$ cat src/rtl/enorm_pkg.sv
// Types and constants shared by the error norm accumulator modules.
// No dependencies; every other file imports this package.
`default_nettype none

package enorm_pkg;

  localparam int unsigned DataW    = 32;
  localparam int unsigned DiffW    = 33;
  localparam int unsigned CountW   = 17;
  localparam int unsigned SkipW    = 15;
  localparam int unsigned AbsSumW  = 49;
  localparam int unsigned SqW      = 64;
  localparam int unsigned CfgIdxW  = 2;
  localparam int unsigned MaxCells = 65536;

  typedef enum logic [CfgIdxW-1:0] {
    CfgCellCount,
    CfgBoundarySkip,
    CfgRadiusEnable,
    CfgRadiusLimit
  } cfg_idx_e;

  typedef enum logic [1:0] {
    FinIdle,
    FinDivide,
    FinRoot,
    FinDone
  } fin_state_e;

  typedef struct packed {
    logic signed [DataW-1:0] position;
    logic signed [DataW-1:0] reference_value;
    logic signed [DataW-1:0] computed_value;
  } in_item_t;

  typedef struct packed {
    logic [DataW-1:0]  mean_abs_error;
    logic [DataW-1:0]  rms_error;
    logic [DataW-1:0]  max_abs_error;
    logic [CountW-1:0] masked_cells;
    logic              no_masked_cells;
    logic              no_interior_cells;
  } out_item_t;

  // One classified cell on its way from the front to the back.
  typedef struct packed {
    logic [DiffW-1:0]  diff_mag;
    logic              interior;
    logic              passes;
    logic              last;
    logic [CountW-1:0] interior_cnt;
  } cell_t;

  // Accumulator snapshot handed to the closing unit on the last cell.
  typedef struct packed {
    logic [AbsSumW-1:0] abs_sum;
    logic [SqW-1:0]     square_sum;
    logic [DiffW-1:0]   largest_abs;
    logic [CountW-1:0]  masked_count;
    logic [CountW-1:0]  interior_cnt;
  } snap_t;

endpackage

`default_nettype wire

$ cat src/rtl/enorm_front.sv
// Front part: configuration registers, cell index counter and classification.
// Depends on enorm_pkg.
`default_nettype none

module enorm_front (
  input  wire logic                            clk_i,
  input  wire logic                            rst_ni,
  input  wire logic                            cfg_wr_i,
  input  wire logic [enorm_pkg::CfgIdxW-1:0]   cfg_index_i,
  input  wire logic [enorm_pkg::DataW-1:0]     cfg_data_i,
  input  wire logic                            accept_i,
  input  wire enorm_pkg::in_item_t             item_i,
  output enorm_pkg::cell_t                     cell_o
);
  import enorm_pkg::*;

  localparam logic [CountW-1:0] MaxCnt = CountW'(MaxCells);
  localparam logic [CountW-1:0] OneCnt = CountW'(1);

  logic [CountW-1:0] cell_count_q;
  logic [SkipW-1:0]  boundary_skip_q;
  logic              radius_enable_q;
  logic [DataW-1:0]  radius_limit_q;
  logic [CountW-1:0] cell_index_q, cell_index_d;

  logic [CountW-1:0]  count;
  logic [CountW:0]    idx_plus_skip;
  logic [SkipW:0]     twice_skip;
  logic signed [DiffW-1:0] diff;
  logic [DataW-1:0]   pos_mag;

  always_ff @(posedge clk_i or negedge rst_ni) begin
    if (!rst_ni) begin
      cell_count_q    <= OneCnt;
      boundary_skip_q <= '0;
      radius_enable_q <= 1'b0;
      radius_limit_q  <= '1;
    end else if (cfg_wr_i) begin
      unique case (cfg_idx_e'(cfg_index_i))
        CfgCellCount:    cell_count_q    <= cfg_data_i[CountW-1:0];
        CfgBoundarySkip: boundary_skip_q <= cfg_data_i[SkipW-1:0];
        CfgRadiusEnable: radius_enable_q <= cfg_data_i[0];
        CfgRadiusLimit:  radius_limit_q  <= cfg_data_i;
        default:         ;
      endcase
    end
  end

  always_comb begin
    // Clamp the run length to one through the largest grid.
    if (cell_count_q == '0) begin
      count = OneCnt;
    end else if (cell_count_q > MaxCnt) begin
      count = MaxCnt;
    end else begin
      count = cell_count_q;
    end

    idx_plus_skip = {1'b0, cell_index_q} + {{(CountW+1-SkipW){1'b0}}, boundary_skip_q};
    twice_skip    = {boundary_skip_q, 1'b0};
    diff    = DiffW'(item_i.reference_value) - DiffW'(item_i.computed_value);
    pos_mag = item_i.position[DataW-1] ? DataW'(-item_i.position) : DataW'(item_i.position);

    cell_o.diff_mag = diff[DiffW-1] ? DiffW'(-diff) : DiffW'(diff);
    cell_o.interior = (cell_index_q >= CountW'(boundary_skip_q)) &&
                      (idx_plus_skip < {1'b0, count});
    cell_o.passes   = !radius_enable_q || (pos_mag < radius_limit_q);
    cell_o.last     = cell_index_q >= (count - OneCnt);
    cell_o.interior_cnt = (count > CountW'(twice_skip)) ? (count - CountW'(twice_skip)) : '0;

    cell_index_d = cell_o.last ? '0 : cell_index_q + OneCnt;
  end

  always_ff @(posedge clk_i or negedge rst_ni) begin
    if (!rst_ni) begin
      cell_index_q <= '0;
    end else if (accept_i) begin
      cell_index_q <= cell_index_d;
    end
  end

endmodule

`default_nettype wire

$ cat src/rtl/enorm_fifo.sv
// Short queue of classified cells between front and back.
// Depends on enorm_pkg for the entry type.
`default_nettype none

module enorm_fifo #(
  parameter int unsigned Depth = 4
) (
  input  wire logic              clk_i,
  input  wire logic              rst_ni,
  input  wire logic              wr_i,
  input  wire enorm_pkg::cell_t  wr_data_i,
  output logic                   full_o,
  input  wire logic              rd_i,
  output enorm_pkg::cell_t       rd_data_o,
  output logic                   nonempty_o
);
  import enorm_pkg::*;

  localparam int unsigned PtrW = $clog2(Depth);
  localparam int unsigned CntW = $clog2(Depth + 1);

  cell_t            entries_q [Depth];
  logic [PtrW-1:0]  wr_ptr_q, rd_ptr_q;
  logic [CntW-1:0]  cnt_q, cnt_d;

  assign full_o     = cnt_q == CntW'(Depth);
  assign nonempty_o = cnt_q != '0;
  assign rd_data_o  = entries_q[rd_ptr_q];

  always_comb begin
    cnt_d = cnt_q;
    if (wr_i && !rd_i) begin
      cnt_d = cnt_q + CntW'(1);
    end else if (rd_i && !wr_i) begin
      cnt_d = cnt_q - CntW'(1);
    end
  end

  always_ff @(posedge clk_i or negedge rst_ni) begin
    if (!rst_ni) begin
      wr_ptr_q <= '0;
      rd_ptr_q <= '0;
      cnt_q    <= '0;
    end else begin
      cnt_q <= cnt_d;
      if (wr_i) begin
        wr_ptr_q <= (wr_ptr_q == PtrW'(Depth - 1)) ? '0 : wr_ptr_q + PtrW'(1);
      end
      if (rd_i) begin
        rd_ptr_q <= (rd_ptr_q == PtrW'(Depth - 1)) ? '0 : rd_ptr_q + PtrW'(1);
      end
    end
  end

  always_ff @(posedge clk_i) begin
    if (wr_i) begin
      entries_q[wr_ptr_q] <= wr_data_i;
    end
  end

endmodule

`default_nettype wire

$ cat src/rtl/enorm_back.sv
// Back part: squares the difference, then updates the saturating accumulators.
// Depends on enorm_pkg; hands a snapshot to enorm_final on the last cell.
`default_nettype none

module enorm_back (
  input  wire logic              clk_i,
  input  wire logic              rst_ni,
  input  wire logic              q_nonempty_i,
  input  wire enorm_pkg::cell_t  q_data_i,
  output logic                   q_rd_o,
  input  wire logic              fin_idle_i,
  output logic                   start_o,
  output enorm_pkg::snap_t       snap_o
);
  import enorm_pkg::*;

  localparam logic [AbsSumW-1:0] AbsSumMax = '1;

  logic            s1_valid_q;
  cell_t           s1_q;
  logic [SqW-1:0]  sq_q, sq_d;
  logic            consume;

  logic [AbsSumW-1:0] abs_sum_q;
  logic [SqW-1:0]     square_sum_q;
  logic [DiffW-1:0]   largest_q;
  logic [CountW-1:0]  masked_q;

  logic [SqW:0]       sq_add;
  logic [AbsSumW:0]   abs_add;
  logic               upd;
  snap_t              next;

  // Stall the last cell only while the closing unit is still busy.
  assign consume = s1_valid_q && !(s1_q.last && !fin_idle_i);
  assign q_rd_o  = q_nonempty_i && (!s1_valid_q || consume);
  assign start_o = consume && s1_q.last;
  assign snap_o  = next;

  always_comb begin
    if (q_data_i.diff_mag[DiffW-1]) begin
      sq_d = '1;
    end else begin
      sq_d = SqW'(q_data_i.diff_mag[DataW-1:0]) * SqW'(q_data_i.diff_mag[DataW-1:0]);
    end
  end

  always_comb begin
    upd     = s1_q.interior && s1_q.passes;
    sq_add  = {1'b0, square_sum_q} + {1'b0, sq_q};
    abs_add = {1'b0, abs_sum_q} + (AbsSumW+1)'(s1_q.diff_mag);

    next.square_sum   = !s1_q.interior ? square_sum_q :
                        (sq_add[SqW] ? '1 : sq_add[SqW-1:0]);
    next.abs_sum      = !upd ? abs_sum_q :
                        (abs_add[AbsSumW] ? AbsSumMax : abs_add[AbsSumW-1:0]);
    next.largest_abs  = (upd && (s1_q.diff_mag > largest_q)) ? s1_q.diff_mag : largest_q;
    next.masked_count = (upd && (masked_q != '1)) ? masked_q + CountW'(1) : masked_q;
    next.interior_cnt = s1_q.interior_cnt;
  end

  always_ff @(posedge clk_i or negedge rst_ni) begin
    if (!rst_ni) begin
      s1_valid_q   <= 1'b0;
      abs_sum_q    <= '0;
      square_sum_q <= '0;
      largest_q    <= '0;
      masked_q     <= '0;
    end else begin
      if (q_rd_o) begin
        s1_valid_q <= 1'b1;
      end else if (consume) begin
        s1_valid_q <= 1'b0;
      end
      if (consume) begin
        if (s1_q.last) begin
          abs_sum_q    <= '0;
          square_sum_q <= '0;
          largest_q    <= '0;
          masked_q     <= '0;
        end else begin
          abs_sum_q    <= next.abs_sum;
          square_sum_q <= next.square_sum;
          largest_q    <= next.largest_abs;
          masked_q     <= next.masked_count;
        end
      end
    end
  end

  always_ff @(posedge clk_i) begin
    if (q_rd_o) begin
      s1_q <= q_data_i;
      sq_q <= sq_d;
    end
  end

endmodule

`default_nettype wire

$ cat src/rtl/enorm_final.sv
// Closing unit: two bit-serial dividers, a bit-serial square root, result register.
// Depends on enorm_pkg.
`default_nettype none

module enorm_final (
  input  wire logic               clk_i,
  input  wire logic               rst_ni,
  input  wire logic               start_i,
  input  wire enorm_pkg::snap_t   snap_i,
  output logic                    idle_o,
  output logic                    empty_o,
  input  wire logic               pop_i,
  output enorm_pkg::out_item_t    result_o
);
  import enorm_pkg::*;

  localparam int unsigned IterW = $clog2(SqW);
  localparam int unsigned RemRW = DataW + 1;

  fin_state_e state_q, state_d;

  logic [SqW-1:0]    num_a_q, num_a_d, num_b_q, num_b_d;
  logic [CountW-1:0] den_a_q, den_a_d, den_b_q, den_b_d;
  logic [CountW-1:0] rem_a_q, rem_a_d, rem_b_q, rem_b_d;
  logic [DataW-1:0]  root_q, root_d;
  logic [RemRW-1:0]  rem_r_q, rem_r_d;
  logic [IterW-1:0]  iter_q, iter_d;
  logic [DiffW-1:0]  largest_q, largest_d;
  logic              out_valid_q, out_valid_d;
  out_item_t         out_q, out_d;

  logic [CountW:0]   ra_sh, rb_sh;
  logic              ge_a, ge_b, ge_r;
  logic [RemRW+1:0]  rr_sh, trial;

  assign idle_o   = state_q == FinIdle;
  assign empty_o  = !out_valid_q;
  assign result_o = out_q;

  always_comb begin
    state_d     = state_q;
    num_a_d     = num_a_q;
    num_b_d     = num_b_q;
    den_a_d     = den_a_q;
    den_b_d     = den_b_q;
    rem_a_d     = rem_a_q;
    rem_b_d     = rem_b_q;
    root_d      = root_q;
    rem_r_d     = rem_r_q;
    iter_d      = iter_q;
    largest_d   = largest_q;
    out_d       = out_q;
    out_valid_d = out_valid_q && !pop_i;

    // Restoring division step; the quotient shifts into the dividend register.
    ra_sh = {rem_a_q, num_a_q[SqW-1]};
    rb_sh = {rem_b_q, num_b_q[SqW-1]};
    ge_a  = ra_sh >= {1'b0, den_a_q};
    ge_b  = rb_sh >= {1'b0, den_b_q};

    // Square root step, two radicand bits at a time.
    rr_sh = {rem_r_q, num_b_q[SqW-1 -: 2]};
    trial = {1'b0, root_q, 2'b01};
    ge_r  = rr_sh >= trial;

    unique case (state_q)
      FinIdle: begin
        if (start_i) begin
          num_a_d   = SqW'(snap_i.abs_sum);
          den_a_d   = snap_i.masked_count;
          num_b_d   = snap_i.square_sum;
          den_b_d   = snap_i.interior_cnt;
          largest_d = snap_i.largest_abs;
          rem_a_d   = '0;
          rem_b_d   = '0;
          iter_d    = '0;
          state_d   = FinDivide;
        end
      end
      FinDivide: begin
        rem_a_d = ge_a ? CountW'(ra_sh - {1'b0, den_a_q}) : CountW'(ra_sh);
        rem_b_d = ge_b ? CountW'(rb_sh - {1'b0, den_b_q}) : CountW'(rb_sh);
        num_a_d = {num_a_q[SqW-2:0], ge_a};
        num_b_d = {num_b_q[SqW-2:0], ge_b};
        iter_d  = iter_q + IterW'(1);
        if (iter_q == IterW'(SqW - 1)) begin
          root_d  = '0;
          rem_r_d = '0;
          iter_d  = '0;
          state_d = FinRoot;
        end
      end
      FinRoot: begin
        rem_r_d = ge_r ? RemRW'(rr_sh - trial) : RemRW'(rr_sh);
        root_d  = {root_q[DataW-2:0], ge_r};
        num_b_d = {num_b_q[SqW-3:0], 2'b00};
        iter_d  = iter_q + IterW'(1);
        if (iter_q == IterW'(DataW - 1)) begin
          state_d = FinDone;
        end
      end
      FinDone: begin
        // Hold the result until the output register is free.
        if (!out_valid_q || pop_i) begin
          out_d.mean_abs_error    = (den_a_q == '0) ? '0 :
                                    ((num_a_q[SqW-1:DataW] != '0) ? '1 : num_a_q[DataW-1:0]);
          out_d.rms_error         = (den_b_q == '0) ? '0 : root_q;
          out_d.max_abs_error     = largest_q[DiffW-1] ? '1 : largest_q[DataW-1:0];
          out_d.masked_cells      = den_a_q;
          out_d.no_masked_cells   = den_a_q == '0;
          out_d.no_interior_cells = den_b_q == '0;
          out_valid_d             = 1'b1;
          state_d                 = FinIdle;
        end
      end
      default: state_d = FinIdle;
    endcase
  end

  always_ff @(posedge clk_i or negedge rst_ni) begin
    if (!rst_ni) begin
      state_q     <= FinIdle;
      out_valid_q <= 1'b0;
      iter_q      <= '0;
    end else begin
      state_q     <= state_d;
      out_valid_q <= out_valid_d;
      iter_q      <= iter_d;
    end
  end

  always_ff @(posedge clk_i) begin
    num_a_q   <= num_a_d;
    num_b_q   <= num_b_d;
    den_a_q   <= den_a_d;
    den_b_q   <= den_b_d;
    rem_a_q   <= rem_a_d;
    rem_b_q   <= rem_b_d;
    root_q    <= root_d;
    rem_r_q   <= rem_r_d;
    largest_q <= largest_d;
    out_q     <= out_d;
  end

endmodule

`default_nettype wire

$ cat src/rtl/error_norm_accumulator.sv
// L1 / L2 / Linf error norms over a streamed grid; top level built from enorm_front,
// enorm_fifo, enorm_back and enorm_final, types from enorm_pkg.
// Throughput: one cell per cycle; the last cell of a run holds in the back while the
// closing unit is busy on the previous run, and longer while its result waits.
// Last cell's path: queue, square, accumulate, 64 divide steps, 32 root steps, output.
// Reset clears control state and accumulators; registers take defaults.
`default_nettype none

module error_norm_accumulator #(
  parameter int unsigned QueueDepth = 4
) (
  input  wire logic                           clk_i,
  input  wire logic                           rst_ni,
  // Cell input, queue style
  input  wire logic                           push,
  output logic                                full,
  input  wire enorm_pkg::in_item_t            item_i,
  // Result output, queue style
  output logic                                empty,
  input  wire logic                           pop,
  output enorm_pkg::out_item_t                result_o,
  // Configuration write channel
  input  wire logic                           cfg_valid_i,
  output logic                                cfg_ready_o,
  input  wire logic [enorm_pkg::CfgIdxW-1:0]  cfg_index_i,
  input  wire logic [enorm_pkg::DataW-1:0]    cfg_data_i
);
  import enorm_pkg::*;

  logic   q_full, q_nonempty, q_rd, accept;
  cell_t  front_cell, q_cell;
  logic   fin_idle, fin_start;
  snap_t  snap;

  // Registers are plain flops; accept every write at once.
  assign cfg_ready_o = 1'b1;

  // Accept a request whenever the queue has room, even while a result waits.
  assign full   = q_full;
  assign accept = push && !q_full;

  // Classify each cell against the current run settings and advance the index.
  enorm_front u_front (
    .clk_i       (clk_i),
    .rst_ni      (rst_ni),
    .cfg_wr_i    (cfg_valid_i && cfg_ready_o),
    .cfg_index_i (cfg_index_i),
    .cfg_data_i  (cfg_data_i),
    .accept_i    (accept),
    .item_i      (item_i),
    .cell_o      (front_cell)
  );

  // Decouple the front from a back that stalls on the last cell of a run.
  enorm_fifo #(
    .Depth (QueueDepth)
  ) u_fifo (
    .clk_i      (clk_i),
    .rst_ni     (rst_ni),
    .wr_i       (accept),
    .wr_data_i  (front_cell),
    .full_o     (q_full),
    .rd_i       (q_rd),
    .rd_data_o  (q_cell),
    .nonempty_o (q_nonempty)
  );

  // Square and accumulate; snapshot and clear on the last cell.
  enorm_back u_back (
    .clk_i        (clk_i),
    .rst_ni       (rst_ni),
    .q_nonempty_i (q_nonempty),
    .q_data_i     (q_cell),
    .q_rd_o       (q_rd),
    .fin_idle_i   (fin_idle),
    .start_o      (fin_start),
    .snap_o       (snap)
  );

  // Divide, take the root and hold the result for the consumer.
  enorm_final u_final (
    .clk_i    (clk_i),
    .rst_ni   (rst_ni),
    .start_i  (fin_start),
    .snap_i   (snap),
    .idle_o   (fin_idle),
    .empty_o  (empty),
    .pop_i    (pop),
    .result_o (result_o)
  );

endmodule

`default_nettype wire

$ cat config.mk
export PLATFORM = sky130hd
export DESIGN_NAME = error_norm_accumulator
export DESIGN_NICKNAME = d
export VERILOG_FILES = /design/src/rtl/enorm_pkg.sv /design/src/rtl/enorm_front.sv /design/src/rtl/enorm_fifo.sv /design/src/rtl/enorm_back.sv /design/src/rtl/enorm_final.sv /design/src/rtl/error_norm_accumulator.sv
export SDC_FILE = /design/constraint.sdc
export NUM_CORES = 2
export LEC_CHECK = 0
export BUFFER_PORTS_ARGS = -buffer_cell sky130_fd_sc_hd__buf_2
export CORE_ASPECT_RATIO = 1.4
export CORE_MARGIN = 8
export CORE_UTILIZATION = 50
export CTS_BUF_LIST = sky130_fd_sc_hd__clkbuf_4
export DETAILED_ROUTE_END_ITERATION = 12
export GPL_TIMING_DRIVEN = 0
export PLACE_DENSITY_LB_ADDON = 0.3
export SLEW_MARGIN = 15
export SYNTH_ARGS = -nofsm -noshare
export SYNTH_HDL_FRONTEND = slang
export SYNTH_HIERARCHICAL = 1
export SYNTH_SLANG_ARGS = --single-unit
$ cat constraint.sdc
create_clock -name clk_i -period 11.9 [get_ports clk_i]
set_input_delay 0.595 -clock clk_i [delete_from_list [all_inputs] [get_ports clk_i]]
set_output_delay 0.595 -clock clk_i [all_outputs]
set_load 0.02 [all_outputs]
==> flow_summary.toml <==
[sta]
hold_violations = 0
max_slew_margin_pct = 11.0
fin_setup_tns_ps = 0
fin_ws_ps = 57.8
post-route-period-util_pct = 99.5
clock_skew_ps = 124
fin_crit_ps = 11840
finalMaxSlewViolations = 0
tightest_slew_ps = 1330
rsz0062_at_grt = "no"
fmax_mhz = 84.4
setup_viol = 0

[clock_tree]
clk_latency_ps = 1340
cts_max_path_buffers = 3
numCtsBuffers = 236
clk_pin_slew_ps = 70
root_buffer = "clkbuf_4"
clock_sinks = 1000
ctsHtreeMaxLevel = 4
cts_tree = "done"

[synth]
syn_inst = 8531
synth_area_sq_mm = 0.0876
ys_ff_latch = 1000
synth.top_cell.area_share_pct = 25.3
yosys_most_used_dff = "edfxtp_1"
synth.most_common_cell = "inv_1"
yosysTopAreaCell = "edfxtp_1"
synthesis.nets = 10100
synth_common_cells = "1340 x inv_1, 810 x fa_1, 738 x edfxtp_1, 652 x ha_1, 642 x nand2_1"
synth.distinct_cells = 128
synthArstFlopShare_pct = 26.2
syn_avg_cell_area_sq_um = 10.3
seq_area_frac_synth_pct = 32.8
synth.yosys.warnings = 6
synth.area.top_cells = "edfxtp_1 25%, fa_1 19%, ha_1 9.3%"
synth_edf_count = 738

[floorplan]
coreArea_sq_mm = 0.175
io_pins = 253
rows = 182
initial_core_util_pct = 50.1
fp.dieW_um = 370
dieArea_sq_mm = 0.189
die_h_um = 511

[grt]
grt_pass1_vias = 70300
grt_overflow = 0
grt_use_met2_pct = 48.7
antenna_found_initial = 21
grt_pass1_wl_um = 401000
busiest_layer = "met2"
grtUsageMet3_pct = 5.95
grtUsageMet1_pct = 29.9
grt_use_total_pct = 27.5
grt_max_degree = 88

[hold_path]
min_path_type = "in -> reg"

[placed_design]
hpwl_um = 208000
dpl_cell_area_sq_mm = 0.0922
pre_cts_slack_ps = 249
gp_congestion = 1.02
io_buffer_count = 251

[run_status]
status = "completed"

[cells_and_area]
design_area_sq_mm = 0.0965
multiInputGateArea_sq_mm = 0.0521
drive_above_1_share_pct = 12.1
syn_to_final_growth_pct = 10.2
n_fill_cell = 15500
finalNetCount = 10700
seqCellArea_sq_mm = 0.0288

[detailed_routing]
vias_per_cell = 5.67
drt_pre_antenna_iters = 6
post_drt_wl_per_cell_um = 22.4
drtAntennaViolNets = 0
routed_wirelength_um = 261000
drtIter0Drc = 4324
drc = 0
vias = 66000

[worst_setup_path]
start_kind = "flop"
timing.critical_path.mode_cell = "fa_1"
cp_data_required_time_ps = 12980
cpPeakStageDelay_ps = 960
cp_max_fo = 10
crit_slowest_cell = "clkbuf_1"
cp.arrival_ps = 12920
worstSetupPathType = "reg -> reg"
worstSetupEndpointType = "flop"

[flow_run]
maxCapViolCount = 0
-- layout by cell type (no fill, tap or decap), types with 83 or more instances in the layout --
cell              n
a21o_1          164
a21oi_1         460
and2_1          243
buf_2           299
clkbuf_1        266
clkbuf_4        336
dfrtp_1         229
dlygate4sd3_1    92
edfxtp_1        738
fa_1            810
ha_1            652
inv_1          1339
mux2_2          121
nand2_1         642
nand3_1         107
nand4_1          87
nor2_1          554
nor2b_1          83
o21ai_0         272
xnor2_1         250
xor2_1          136
-- logic make-up after synthesis --
family                     synth area share (%)
other                                   0.00428
DFF                                        32.8
and+or+nand+nor                            11.5
muxes                                      3.59
AOI/OAI and AO/OA                          12.6
xor gates and xnor gates                   3.86
buffers and inverters                      7.81
adders and majority gates                  27.8
-- through the flow --
step	hold WS [ps]	std cells	utilization, %
CTS	3.29	11600	55.2
global route	59.6	11600	55.2
global placement	441	11100	52.5
detailed placement	452	11100	52.7
finish	148	11700	55.2
floorplan	299	8531	-
-- critical path: cells and delay by family (launching register included) --
family / cells / cell delay, ps
fa+ha+maj: 9 / 4180
simple gates: 4 / 1070
compound gates: 8 / 2350
mux: 1 / 430
buf+inv: 9 / 3160
flops: 1 / 340
-- sequential cells by signal (all words and copies together) (netlist names), 36 cells and up --
name,cells
u_back/sq_q,64
u_fifo/entries_q,212
u_final/num_b_q,64
u_back/square_sum_q,64
u_final/result_o,115
u_back/abs_sum_q,49
u_final/num_a_q,64
u_back/s1_q,36
-- per-layer routing --
metal | vias to the layer above | part of all wire (%)
li1 | 30300 | -
met1 | 32500 | 36
met2 | 2447 | 50
met3 | 820 | 6.4
met4 | 10 | 7.3
met5 | - | 0.043
-- layout make-up --
class,count,share of cell area [%]
antenna,19,0.0493
buffer,384,1.84
timing repair buffer,360,2.73
multi-input combinational,5796,53.9
sequential,1000,29.8
tap,2300,2.98
clock buffer,336,2.61
clock inverter,106,0.787
inverter,1350,5.25
-- path summary, 6_finish.rpt --
kind / startpoint / end / slack, ps / cells after the start
worst min-delay path: item_i[11] / u_fifo/entries_q[3][31] / 150 / 5
max in group asynchronous: rst_ni / u_back/abs_sum_q[2] / 10190 / 5
worst min register to register: u_final/largest_q[29] / u_final/result_o[48] / 420 / 1
worst max register to register: u_fifo/rd_ptr_q[1] / u_back/sq_q[62] / 60 / 31
worst max-delay path: u_fifo/rd_ptr_q[1] / u_back/sq_q[62] / 60 / 31
min in group asynchronous: rst_ni / u_front/radius_limit_q[14] / 570 / 3
-- timing repair --
action                     4_1_cts  5_1_grt
setup endpoints to repair        0        1
hold buffers                    93        0
hold endpoints to repair       379        0
setup buffers                    0        0
resized for setup                0        5
Power is left out: the tool's default activity adds up to more than one toggle a clock period on the data nets, which glitch-free logic cannot reach.
